File: src/rtl/lhbm_pkg.sv
// Shared types and constants for the left-half block mosaic.
// Holds the frame and tile geometry, opcodes, controller states and the
// command and status structs between the controller and the datapath.
package lhbm_pkg;

  localparam int MAX_WIDTH  = 512;
  localparam int MAX_HEIGHT = 512;
  localparam int TILE_SIZE  = 16;
  localparam int TILE_SHIFT = $clog2(TILE_SIZE);
  localparam int TILE_COLS  = (MAX_WIDTH / 2 + TILE_SIZE - 1) / TILE_SIZE;
  localparam int TILE_ROWS  = (MAX_HEIGHT + TILE_SIZE - 1) / TILE_SIZE;
  localparam int NUM_TILES  = TILE_COLS * TILE_ROWS;
  localparam int TILE_AW    = $clog2(NUM_TILES);
  localparam int FS_DEPTH   = MAX_WIDTH * MAX_HEIGHT;
  localparam int FS_AW      = $clog2(FS_DEPTH);

  localparam int COORD_W = 9;
  localparam int CFG_W   = 10;
  localparam int CH_W    = 8;
  localparam int SUM_W   = 32;
  localparam int DIV_W   = SUM_W + CH_W;
  localparam int DCNT_W  = $clog2(CH_W);

  localparam logic REG_WIDTH  = 1'b0;
  localparam logic REG_HEIGHT = 1'b1;

  typedef enum logic [1:0] {
    OP_CLEAR = 2'd0,
    OP_WRITE = 2'd1,
    OP_READ  = 2'd2,
    OP_NONE  = 2'd3
  } op_t;

  typedef enum logic [3:0] {
    S_INIT,
    S_IDLE,
    S_CLEAR,
    S_WRITE,
    S_ACCUM,
    S_READ,
    S_SELECT,
    S_DIV,
    S_DONE
  } state_t;

  // Channel 0 is red, 1 green, 2 blue.
  typedef logic [2:0][CH_W-1:0] pix_t;

  typedef struct packed {
    logic [SUM_W-1:0]        cnt;
    logic [2:0][SUM_W-1:0]   sum;
  } tile_entry_t;

  typedef struct packed {
    logic accept;
    logic sweep;
    logic fs_write;
    logic tile_acc;
    logic select;
    logic div_step;
    logic load_out;
  } ctrl_cmd_t;

  typedef struct packed {
    logic in_oor;
    logic mosaic;
    logic cnt_zero;
    logic sweep_last;
    logic div_last;
  } dp_stat_t;

endpackage

File: src/rtl/lhbm_ctrl.sv
// Controller of the left-half block mosaic: sequences one request at a
// time and owns the handshake state. Depends on lhbm_pkg.
module lhbm_ctrl (
  input  logic                 clk,
  input  logic                 rst_n,
  input  logic                 in_valid,
  input  logic [1:0]           in_opcode,
  output logic                 in_stall,
  output logic                 out_valid,
  input  logic                 out_stall,
  input  lhbm_pkg::dp_stat_t   stat,
  output lhbm_pkg::ctrl_cmd_t  cmd
);
  import lhbm_pkg::*;

  state_t state_r, state_nxt;
  logic   out_valid_r, out_valid_nxt;
  logic   out_free;

  assign out_free = !out_valid_r || !out_stall;

  always_comb begin
    state_nxt = state_r;
    case (state_r)
      S_INIT: begin
        if (stat.sweep_last) state_nxt = S_IDLE;
      end
      S_IDLE: begin
        if (in_valid) begin
          case (in_opcode)
            OP_CLEAR: state_nxt = S_CLEAR;
            OP_WRITE: state_nxt = stat.in_oor ? S_DONE : S_WRITE;
            OP_READ:  state_nxt = stat.in_oor ? S_DONE : S_READ;
            default:  state_nxt = S_DONE;
          endcase
        end
      end
      S_CLEAR: begin
        if (stat.sweep_last) state_nxt = S_DONE;
      end
      S_WRITE:  state_nxt = stat.mosaic ? S_ACCUM : S_DONE;
      S_ACCUM:  state_nxt = S_DONE;
      S_READ:   state_nxt = S_SELECT;
      S_SELECT: state_nxt = (stat.mosaic && !stat.cnt_zero) ? S_DIV : S_DONE;
      S_DIV: begin
        if (stat.div_last) state_nxt = S_DONE;
      end
      S_DONE: begin
        if (out_free) state_nxt = S_IDLE;
      end
      default: state_nxt = S_INIT;
    endcase
  end

  always_comb begin
    cmd          = '0;
    cmd.accept   = (state_r == S_IDLE) && in_valid;
    cmd.sweep    = (state_r == S_INIT) || (state_r == S_CLEAR);
    cmd.fs_write = (state_r == S_WRITE);
    cmd.tile_acc = (state_r == S_ACCUM);
    cmd.select   = (state_r == S_SELECT);
    cmd.div_step = (state_r == S_DIV);
    cmd.load_out = (state_r == S_DONE) && out_free;
    in_stall     = (state_r != S_IDLE);
  end

  always_comb begin
    out_valid_nxt = out_valid_r && out_stall;
    if (cmd.load_out) out_valid_nxt = 1'b1;
  end

  always_ff @(posedge clk) begin
    if (!rst_n) begin
      state_r     <= S_INIT;
      out_valid_r <= 1'b0;
    end else begin
      state_r     <= state_nxt;
      out_valid_r <= out_valid_nxt;
    end
  end

  assign out_valid = out_valid_r;

endmodule

File: config.mk
export PLATFORM = sky130hd
export DESIGN_NAME = lhbm_ctrl
export DESIGN_NICKNAME = d
export VERILOG_FILES = /design/src/rtl/lhbm_pkg.sv /design/src/rtl/lhbm_ctrl.sv
export SDC_FILE = /design/constraint.sdc
export NUM_CORES = 1
export LEC_CHECK = 0
export BUFFER_PORTS_ARGS = -buffer_cell sky130_fd_sc_hd__buf_2
export CAP_MARGIN = 15
export CORE_AREA = 2 2 39 41
export CTS_CLUSTER_SIZE = 16
export DETAILED_ROUTE_END_ITERATION = 8
export DIE_AREA = 0 0 41 43
export GPL_TIMING_DRIVEN = 0
export PLACE_DENSITY = 0.74
export SLEW_MARGIN = 25
export SYNTH_ARGS = -nofsm -noshare
export SYNTH_HDL_FRONTEND = slang
export SYNTH_SLANG_ARGS = --single-unit
File: constraint.sdc
create_clock -name clk -period 1.5 [get_ports clk]
set_input_delay 0.3 -clock clk [delete_from_list [all_inputs] [get_ports clk]]
set_output_delay 0.3 -clock clk [all_outputs]
set_load 0.02 [all_outputs]
==> impl_summary.txt, run 1 <==
----------------------------------------------------
[Critical path]
  Critical path launch point type ... register
  Required time at the endpoint of the critical path ... 1.20 ns
  Critical R2R Launch ... state_r[2]$_SDFFE_PN0P_
  Cell-by-cell trace of the critical path ... buf_6 > or3_4 > nor2_4 > buf_6
  CP peak stage delay ... 0.41 ns
  R2R setup slack ... -0.06 ns
  Largest fanout of any net on the critical path ... 8
  Setup crit end ... cmd[6]
  R2R depth ... 7
  Highest-delay cell along the critical path ... sky130_fd_sc_hd__or3_4
  Critical path class ... reg2out
  Source of the critical timing path ... state_r[3]$_SDFFE_PN0P_
  Endpoint class of the critical path ... output pin
  Endpoint of the worst register-to-register path ... state_r[0]$_SDFFE_PN0P_
  Cell mode on critical path ... sky130_fd_sc_hd__buf_6
  CP arrival ... 1.29 ns

[Timing]
  Final number of max-transition violations ... 0
  Top achievable clock speed ... 627 MHz
  Share of the clock period used by the worst path ... 106%
  Setup repair after global routing missed its margin ... yes
  Worst-Margin Slew ... 0.302 ns
  Hold Worst Slack ... 0.326 ns
  Setup slack after layout ... -0.0943 ns
  Max_slew headroom ... 79.7%
  Hold Fails Final Rpt ... 0
  Count of endpoints failing setup in the final report ... 6
  Crit path time final ... 1.59 ns
  Fin Clk Skew ... 0.00300 ns
  Sum Neg Setup Slack ... -0.291 ns

[Synthesis]
  Synthesized area ... 457 um2
  Syn nets ... 69
  Instance count of the mapped netlist ... 58
  Synthesis Warnings ... 0
  Proportion of register bits with asynchronous set or reset after synthesis ... 0%
  Number of storage elements in the synthesis netlist ... 5
  Post-synth EDFFs ... 0
  Leading post-synthesis cells by cell area ... sky130_fd_sc_hd__dfxtp_1 22%, sky130_fd_sc_hd__nor3_1 5.5%, sky130_fd_sc_hd__a21oi_1 4.4%
  Post-synthesis area per instance ... 7.87 um2
  Distinct cell type count of the synthesized netlist ... 33
  Most used flip-flop cell after synthesis ... sky130_fd_sc_hd__dfxtp_1
  Most area-hungry cell type in the Yosys netlist ... sky130_fd_sc_hd__dfxtp_1
  Share of Yosys cell area claimed by the top area cell type ... 21.9%
  Fraction of the yosys area taken by sequential cells ... 21.9%

[Pwr]
  Pleak ... 0.345 nW
  Logic gate share of total power ... 58.8%
  Design internal power ... 0.000492 W
  Relative contribution of the clock network to total power ... 19.7%
  Switching power as a share of total power ... 40.6%
  Proportion of power drawn by flip-flops and latches ... 21.5%
  Switching power total ... 0.000336 W
  PD cells ... 1040 nW/um2
  Maximum vdd drop ... 353 uV

[Finish]
  Final instance area ... 796 um2
  Area added between synthesis and finish ... 74.2%
  Count of inserted antenna diode cells ... 0
  Non-filler instance count after layout ... 107
  Most common cell after layout, fill and taps aside ... sky130_fd_sc_hd__buf_2
  Fraction of layout cells with a size suffix above 1 ... 61.5%
  Total number of nets in the final design ... 103
  Most used cells in the layout excluding fill and tap cells ... 16 x sky130_fd_sc_hd__buf_2, 13 x sky130_fd_sc_hd__buf_4, 5 x sky130_fd_sc_hd__buf_6

[Route]
  Wire length on met1 ... 652 um
  Post-Route WL ... 1580 um
  DRT Pass-1 Iters ... 4
  Count of vias placed by the detailed router ... 598
  Amount of wire on met2 after detailed routing ... 809 um
  Routed length on met3 ... 81 um
  Vias per cell ... 5.59
  Final routed wire length divided by cell count ... 14.8 um
  Top routing layer in use ... met4
  Count of antenna-violating nets left after detailed routing ... 0
  Violation count after the first detailed-routing iteration ... 18
  Residual DRC count ... 0

[CTS]
  Clk_lat worst skew ... 0.25 ns
  TritonCTS clock tree ... yes
  Cell chosen for the clock root ... sky130_fd_sc_hd__clkbuf_4
  Count of H-tree levels built during CTS ... 1
  Clock-pin slew reported for the worst setup and hold paths after clock tree synthesis ... 0.04 ns
  Sinks on Clock Net ... 5
  CTS Hold Bufs ... 0
  Maximum root-to-sink buffer count ... 2
  Number of clock buffers inserted by TritonCTS ... 3

[Placed design]
  Cell count after placement ... 93
  Global placement routability congestion ... 0.845
  Detailed Place HPWL ... 899 um
  Setup slack at placement ... -0.102 ns
  Standard cell area after detailed placement ... 583 um2
  Port Buffers ... 19

[Global routing]
  GRT Overall Usage ... 18.2%
  Global-route wire length before repair ... 2060 um
  GRT Residual Overflow ... 0
  Via count of the first global-routing pass ... 473
  Number of antenna violations at the first check in global routing ... 0
  Largest net degree at the start of global routing ... 11

[Die]
  Die area ... 1760 um2
  Number of cell rows ... 14
  Initial core utilization ... 33.0%
  Core outline area ... 1380 um2
  Top-level I/O count ... 20
  Die X ... 41 um
  Die height ... 43 um

[Status]
  Outcome ... complete, but fails checks
  Violated checks ... negative setup slack

[Min path]
  Worst Hold Class ... in2reg

[Run]
  Number of max-capacitance violations reported ... 0

----------------------------------------------------
==> worst max-delay path: cells and delay by family (launching register included) <==
| family | cells | cell delay [ns] |
|---|---|---|
| DFF | 1 | 0.30 |
| and+or+nand+nor | 2 | 0.50 |
| buffers and inverters | 2 | 0.25 |
==> worst min path at each step <==
stage / start / endpoint / slack, ns / cells after the start
after global placement: out_valid$_SDFF_PN0_ / out_valid$_SDFF_PN0_ / 0.54 / 2
final: rst_n / state_r[3]$_SDFFE_PN0P_ / 0.33 / 2
after CTS: rst_n / state_r[3]$_SDFFE_PN0P_ / 0.31 / 2
after detailed placement: out_valid$_SDFF_PN0_ / out_valid$_SDFF_PN0_ / 0.55 / 2
after floorplan: rst_n / state_r[3]$_SDFFE_PN0P_ / 0.42 / 1
after global routing: rst_n / state_r[3]$_SDFFE_PN0P_ / 0.32 / 2
==> area by class of cell <==
cell class	count	area [um2]
Tap cell	16	20.0
Buffer	4	45.0
Fill cell	128	588
Timing Repair Buffer	30	189
Inverter	2	7.51
Clock buffer	4	26.3
Sequential cell	5	106
Multi-Input combinational cell	46	402
==> power by group through the flow <==
stage	clock, W	combinational, W	sequential, W
4_1_cts	0.000164	0.000414	0.000171
5_1_grt	0.000179	0.000517	0.000181
2_1_floorplan	0	0.000249	0.000170
3_5_place_dp	0	0.000338	0.000170
6_report	0.000163	0.000487	0.000178
3_3_place_gp	0	0.000333	0.000169
==> cell families (layout without fill, tap and decap cells) <==
family          after synthesis  count (layout)  synth area share [%]
flops                         5               5                  21.9
simple gates                 27              27                  37.0
compound gates               17              17                  28.5
xor+xnor                      1               1                  1.92
buf+inv                       7              40                  8.49
fa+ha+maj                     1               1                  2.19
==> synthesized netlist by cell type (all sizes together) (2+ instances only) <==
cell type / instances
buf: 5
dfxtp: 5
nor3: 5
a21oi: 4
nor2: 4
nand2: 3
nand2b: 3
a31oi: 2
inv: 2
nor3b: 2
nor4b: 2
o21ai: 2
o31ai: 2
==> flip-flops by register name, summed over array words and instances (netlist names) <==
name	cells
state_r	4
out_valid	1
==> through the flow <==
step / util, % / total power, W
floorplan: - / 0.000420
global placement: 42.1 / 0.000502
detailed placement: 42.1 / 0.000508
CTS: 49.5 / 0.000749
global route: 57.5 / 0.000876
finish: 57.5 / 0.000828
==> timing repair <==
| action | in CTS | in global routing |
|---|---|---|
| setup buffers | 5 | 5 |
| pin swaps | 4 | 8 |
| gates cloned | 0 | 1 |
| endpoints found under the setup margin | 10 | 12 |
| resized for setup | 12 | 19 |
==> per-layer routing <==
layer  vias to the layer above  global-route usage [%]
li1                        284                       -
met1                       279                    21.4
met2                        29                    26.6
met3                         6                    4.71
met4                         0                    14.0
met5                         -                       0
No activity file was read; power rests on OpenSTA's default activity.
==> inputs of run 2 (changes only) <==
--- a/config.mk
+++ b/config.mk
@@ -13,6 +13,8 @@
 export DIE_AREA = 0 0 41 43
 export GPL_TIMING_DRIVEN = 0
 export PLACE_DENSITY = 0.74
+export REMOVE_ABC_BUFFERS = 1
+export SKIP_LAST_GASP = 1
 export SLEW_MARGIN = 25
 export SYNTH_ARGS = -nofsm -noshare
 export SYNTH_HDL_FRONTEND = slang
==> run 2 against run 1 <==
Effect of this change:
- the run still ends with negative setup slack left
- sequential share of layout area up 2.1 points
- non-clock buffer count decreased by 6
- critical path depth stayed put
- first-iteration DRC count up 67%
==> impl_summary.txt, run 2 (synthesis results as in run 1) <==
----------------------------------------------------
[Finish]
  Fill cells ... 129
  Non-filler instance count after layout ... 101
  Most common cell after layout, fill and taps aside ... sky130_fd_sc_hd__buf_2
  Total number of nets in the final design ... 97
  Most used cells in the layout excluding fill and tap cells ... 17 x sky130_fd_sc_hd__buf_2, 8 x sky130_fd_sc_hd__buf_4, 5 x sky130_fd_sc_hd__nor3_1
  Area added between synthesis and finish ... 59.7%
  Fraction of layout cells with a size suffix above 1 ... 52.9%
  Reg with most FFs ... state_r
  Count of inserted antenna diode cells ... 0
  Flip-flop count of the largest register after layout ... 4

[Critical path]
  Critical path launch point type ... register
  Cell-by-cell trace of the critical path ... nand2b_4 > or3_4 > nor2_4 > buf_6
  Critical path class ... reg2out
  Endpoint class of the critical path ... output pin
  Required time at the endpoint of the critical path ... 1.20 ns
  Highest-delay cell along the critical path ... sky130_fd_sc_hd__or3_4
  CP arrival ... 1.34 ns
  CP peak stage delay ... 0.37 ns
  R2R setup slack ... -0.10 ns
  Largest fanout of any net on the critical path ... 4

[Pwr]
  PD cells ... 1090 nW/um2
  Pleak ... 0.310 nW
  Maximum vdd drop ... 472 uV

[Global routing]
  Global-route wire length before repair ... 1680 um
  Number of antenna violations at the first check in global routing ... 0
  GRT Residual Overflow ... 0
  Largest net degree at the start of global routing ... 13
  Via count of the first global-routing pass ... 416
  GRT Overall Usage ... 14.2%

[CTS]
  Number of clock buffers inserted by TritonCTS ... 3
  Clk_lat worst skew ... 0.26 ns
  Cell chosen for the clock root ... sky130_fd_sc_hd__clkbuf_4
  Maximum root-to-sink buffer count ... 2
  Sinks on Clock Net ... 5
  TritonCTS clock tree ... yes
  Clock-pin slew reported for the worst setup and hold paths after clock tree synthesis ... 0.05 ns
  Count of H-tree levels built during CTS ... 1

[Route]
  Post-Route WL ... 1450 um
  Count of antenna-violating nets left after detailed routing ... 0
  Vias per cell ... 5.91
  Final routed wire length divided by cell count ... 14.3 um
  DRT Pass-1 Iters ... 4
  Residual DRC count ... 0
  Count of vias placed by the detailed router ... 597
  Violation count after the first detailed-routing iteration ... 30

[Timing]
  Top achievable clock speed ... 608 MHz
  Crit path time final ... 1.64 ns
  Setup slack after layout ... -0.144 ns
  Setup repair after global routing missed its margin ... yes
  Count of endpoints failing setup in the final report ... 7
  Fin Clk Skew ... 0.00986 ns
  Share of the clock period used by the worst path ... 110%
  Hold Fails Final Rpt ... 0
  Final number of max-transition violations ... 0
  Worst-Margin Slew ... 0.350 ns
  Max_slew headroom ... 76.4%

[Placed design]
  Detailed Place HPWL ... 765 um
  Cell count after placement ... 88
  Global placement routability congestion ... 0.794
  Setup slack at placement ... -0.222 ns
  Port Buffers ... 19

[Status]
  Outcome ... complete, but fails checks
  Violated checks ... negative setup slack

[Die]
  Core outline area ... 1380 um2
  Die height ... 43 um
  Die X ... 41 um
  Die area ... 1760 um2
  Number of cell rows ... 14
  Initial core utilization ... 33.0%
  Top-level I/O count ... 20

[Run]
  Number of max-capacitance violations reported ... 0

[Min path]
  Worst Hold Class ... in2reg

----------------------------------------------------
run 2: changes by cell type in the layout (fill, tap and decap cells not counted), moves of 2 or more:
cell                      change
sky130_fd_sc_hd__buf_4        -5
sky130_fd_sc_hd__buf_6        -2
sky130_fd_sc_hd__dfxtp_4      +2
sky130_fd_sc_hd__nor3_1       +2
sky130_fd_sc_hd__nor3_2       -2
sky130_fd_sc_hd__nor3b_1      +2
sky130_fd_sc_hd__nor3b_2      -2
run 2: layer usage:
layer / wire, um / GRT usage, % / vias to the layer above / part of all wire, %
li1: - / - / 278 / -
met1: 541 / 17.7 / 290 / 37
met2: 809 / 21.3 / 27 / 56
met3: 71 / 1.57 / 2 / 4.9
met4: 22 / 10.0 / 0 / 1.5
met5: 0 / 0 / - / 0
run 2: worst paths after layout:
check,cells past startpoint,from,end
worst min-delay path,2,rst_n,state_r[3]$_SDFFE_PN0P_
worst max register to register,6,state_r[1]$_SDFFE_PN0P_,state_r[2]$_SDFFE_PN0P_
worst min register to register,2,out_valid$_SDFF_PN0_,out_valid$_SDFF_PN0_
worst max-delay path,4,state_r[1]$_SDFFE_PN0P_,cmd[6]
run 2: layout make-up:
class	count	area [um2]	share of cell area (%)
repair buffers	28	179	24.5
flip-flops and latches	5	113	15.4
clock buffers	4	26.3	3.60
well taps	16	20.0	2.74
inverters	2	7.51	1.03
multi-input cells	46	384	52.7
run 2: worst max-delay path, delay by kind of cell, from the launching register on:
| kind | cells | cell delay (ns) |
|---|---|---|
| buffers and inverters | 1 | 0.12 |
| flip-flops | 1 | 0.35 |
| AND/OR/NAND/NOR | 3 | 0.61 |
run 2: timing repair:
action	4_1_cts	5_1_grt
gates cloned	0	0
buffers inserted	4	5
hold buffers	0	0
setup endpoints to repair	11	8
pin swaps	2	4
gates resized for setup	14	10
run 2: report_power, final:
group	total (W)	switching, W	internal, W
logic	0.000420	0.000210	0.000210
clock network	0.000174	0.0000723	0.000102
registers	0.000203	0.0000472	0.000156
total	0.000797	0.000329	0.000468
run 2: stage by stage:
step | total power (W) | instance area [um2] | util (%) | TNS, ns | hold WS, ns
2_1_floorplan | 0.000378 | 425 | - | -0.479 | 0.418
3_3_place_gp | 0.000456 | 541 | 39.1 | -0.534 | 0.532
3_5_place_dp | 0.000458 | 541 | 39.1 | -0.638 | 0.541
4_1_cts | 0.000691 | 637 | 46.0 | -0.237 | 0.310
5_1_grt | 0.000832 | 729 | 52.7 | -0.934 | 0.319
6_report | 0.000797 | 729 | 52.7 | -0.485 | 0.315
==> inputs of run 3 (changes only) <==
--- a/config.mk
+++ b/config.mk
@@ -14,8 +14,9 @@
 export GPL_TIMING_DRIVEN = 0
 export PLACE_DENSITY = 0.74
 export REMOVE_ABC_BUFFERS = 1
+export SKIP_CTS_REPAIR_TIMING = 1
 export SKIP_LAST_GASP = 1
-export SLEW_MARGIN = 25
+export SLEW_MARGIN = 20
 export SYNTH_ARGS = -nofsm -noshare
 export SYNTH_HDL_FRONTEND = slang
 export SYNTH_SLANG_ARGS = --single-unit
==> run 3 against run 2 <==
Effect of this change:
- the flow still finishes with violations (negative setup slack)
- count of clock-buffer cells in the layout is the same
- design area shrank 3.8%
- worst hold slack lost 0.0084 ns
- largest power group unchanged
- total power fell by 5.8%
- clock skew increased by 0.0066 ns
- sequential cell count is the same
- largest cell class unchanged
- via count fell by 5.5%
- utilization decreased by 2.0 points
- register-to-register slack got worse by 0.12 ns
==> impl_summary.txt, run 3 (synthesis results as in run 1) <==
----------------------------------------------------
[Status]
  Outcome ... complete, but fails checks
  Violated checks ... negative setup slack

[Finish]
  Count of inserted antenna diode cells ... 0
  Non-filler instance count after layout ... 98
  Fraction of layout cells with a size suffix above 1 ... 56.1%
  Reg with most FFs ... state_r
  Area added between synthesis and finish ... 53.7%
  Total number of nets in the final design ... 94
  Most common cell after layout, fill and taps aside ... sky130_fd_sc_hd__buf_2
  Core occupancy in the finished layout ... 50.7%
  Most used cells in the layout excluding fill and tap cells ... 15 x sky130_fd_sc_hd__buf_2, 7 x sky130_fd_sc_hd__buf_4
  Final instance area ... 702 um2
  Flip-flop count of the largest register after layout ... 4

[Global routing]
  Global-route wire length before repair ... 1480 um
  GRT Overall Usage ... 12.6%
  Largest net degree at the start of global routing ... 13
  Via count of the first global-routing pass ... 359
  GRT Residual Overflow ... 0
  Number of antenna violations at the first check in global routing ... 0

[Placed design]
  Standard cell area after detailed placement ... 541 um2
  Global placement routability congestion ... 0.794
  Cell count after placement ... 88
  Setup slack at placement ... -0.222 ns
  Detailed Place HPWL ... 765 um
  Port Buffers ... 19

[Pwr]
  Pleak ... 0.294 nW
  PD cells ... 1070 nW/um2
  Relative contribution of the clock network to total power ... 24.0%
  Switching power total ... 0.000317 W
  Design internal power ... 0.000434 W
  Logic gate share of total power ... 48.4%
  Proportion of power drawn by flip-flops and latches ... 27.6%
  Switching power as a share of total power ... 42.2%
  Maximum vdd drop ... 462 uV

[Critical path]
  Required time at the endpoint of the critical path ... 1.67 ns
  Endpoint class of the critical path ... register
  Critical path launch point type ... register
  Critical path class ... reg2reg
  Largest fanout of any net on the critical path ... 5
  CP arrival ... 1.89 ns

[Timing]
  Setup slack after layout ... -0.224 ns
  Final number of max-transition violations ... 0
  Hold Fails Final Rpt ... 0
  Fin Clk Skew ... 0.0165 ns
  Share of the clock period used by the worst path ... 115%
  Crit path time final ... 1.72 ns
  Sum Neg Setup Slack ... -0.689 ns
  Worst-Margin Slew ... 0.332 ns
  Count of endpoints failing setup in the final report ... 6
  Top achievable clock speed ... 580 MHz
  Setup repair after global routing missed its margin ... yes
  Max_slew headroom ... 77.6%

[Die]
  Die height ... 43 um
  Die area ... 1760 um2
  Initial core utilization ... 33.0%
  Top-level I/O count ... 20
  Core outline area ... 1380 um2
  Number of cell rows ... 14
  Die X ... 41 um

[Route]
  Count of antenna-violating nets left after detailed routing ... 0
  Vias per cell ... 5.76
  Residual DRC count ... 0
  DRT Pass-1 Iters ... 4
  Final routed wire length divided by cell count ... 14.6 um
  Post-Route WL ... 1430 um
  Violation count after the first detailed-routing iteration ... 14
  Count of vias placed by the detailed router ... 564

[CTS]
  Clock-pin slew reported for the worst setup and hold paths after clock tree synthesis ... 0.06 ns
  TritonCTS clock tree ... yes
  Sinks on Clock Net ... 5
  Clk_lat worst skew ... 0.27 ns
  Number of clock buffers inserted by TritonCTS ... 3
  Maximum root-to-sink buffer count ... 2
  Count of H-tree levels built during CTS ... 1
  Cell chosen for the clock root ... sky130_fd_sc_hd__clkbuf_4

[Min path]
  Worst Hold Class ... in2reg

[Run]
  Number of max-capacitance violations reported ... 0

----------------------------------------------------
-- run 3: critical path, stage by stage, from the launching register on --
cell,delay (ns)
sky130_fd_sc_hd__dfxtp_4,0.36
sky130_fd_sc_hd__nand2b_4,0.15
sky130_fd_sc_hd__or3_4,0.37
sky130_fd_sc_hd__buf_4,0.17
sky130_fd_sc_hd__nor4b_4,0.25
sky130_fd_sc_hd__nor3_2,0.06
sky130_fd_sc_hd__o31ai_1,0.27
-- run 3: final cells by class --
class	count	area (um2)
Clock buffer	4	26.3
Fill cell	139	682
Inverter	2	7.51
Multi-Input combinational cell	46	380
Sequential cell	5	113
Tap cell	16	20.0
Timing Repair Buffer	25	155
-- run 3: worst paths after layout --
kind	slack, ns	startpoint	to	depth (start not counted)
hold reg to reg	0.60	out_valid$_SDFF_PN0_	out_valid$_SDFF_PN0_	2
hold / removal	0.31	rst_n	state_r[3]$_SDFFE_PN0P_	2
setup reg to reg	-0.22	state_r[1]$_SDFFE_PN0P_	state_r[2]$_SDFFE_PN0P_	6
setup / recovery	-0.22	state_r[1]$_SDFFE_PN0P_	state_r[2]$_SDFFE_PN0P_	6
-- run 3: metal layers --
layer / part of all wire, % / up-vias / GRT usage, % / wire [um]
met1: 40 / 261 / 17.4 / 568
met5: 0 / - / 0 / 0
met4: 1.5 / 0 / 10.0 / 21
met2: 52 / 29 / 16.6 / 743
met3: 6.5 / 2 / 1.57 / 92
li1: - / 272 / - / -
-- run 3: power groups by stage --
stage / clock network (W) / logic [W] / registers (W)
2_1_floorplan: 0 / 0.000186 / 0.000192
3_3_place_gp: 0 / 0.000256 / 0.000200
3_5_place_dp: 0 / 0.000256 / 0.000202
4_1_cts: 0.000169 / 0.000258 / 0.000199
5_1_grt: 0.000188 / 0.000389 / 0.000210
6_report: 0.000180 / 0.000364 / 0.000208
-- run 3: metrics by stage --
| step | total power, W | hold WS [ns] |
|---|---|---|
| 6_report | 0.000751 | 0.307 |
| 5_1_grt | 0.000787 | 0.315 |
| 4_1_cts | 0.000625 | 0.310 |
| 3_5_place_dp | 0.000458 | 0.541 |
| 3_3_place_gp | 0.000456 | 0.532 |
| 2_1_floorplan | 0.000378 | 0.418 |
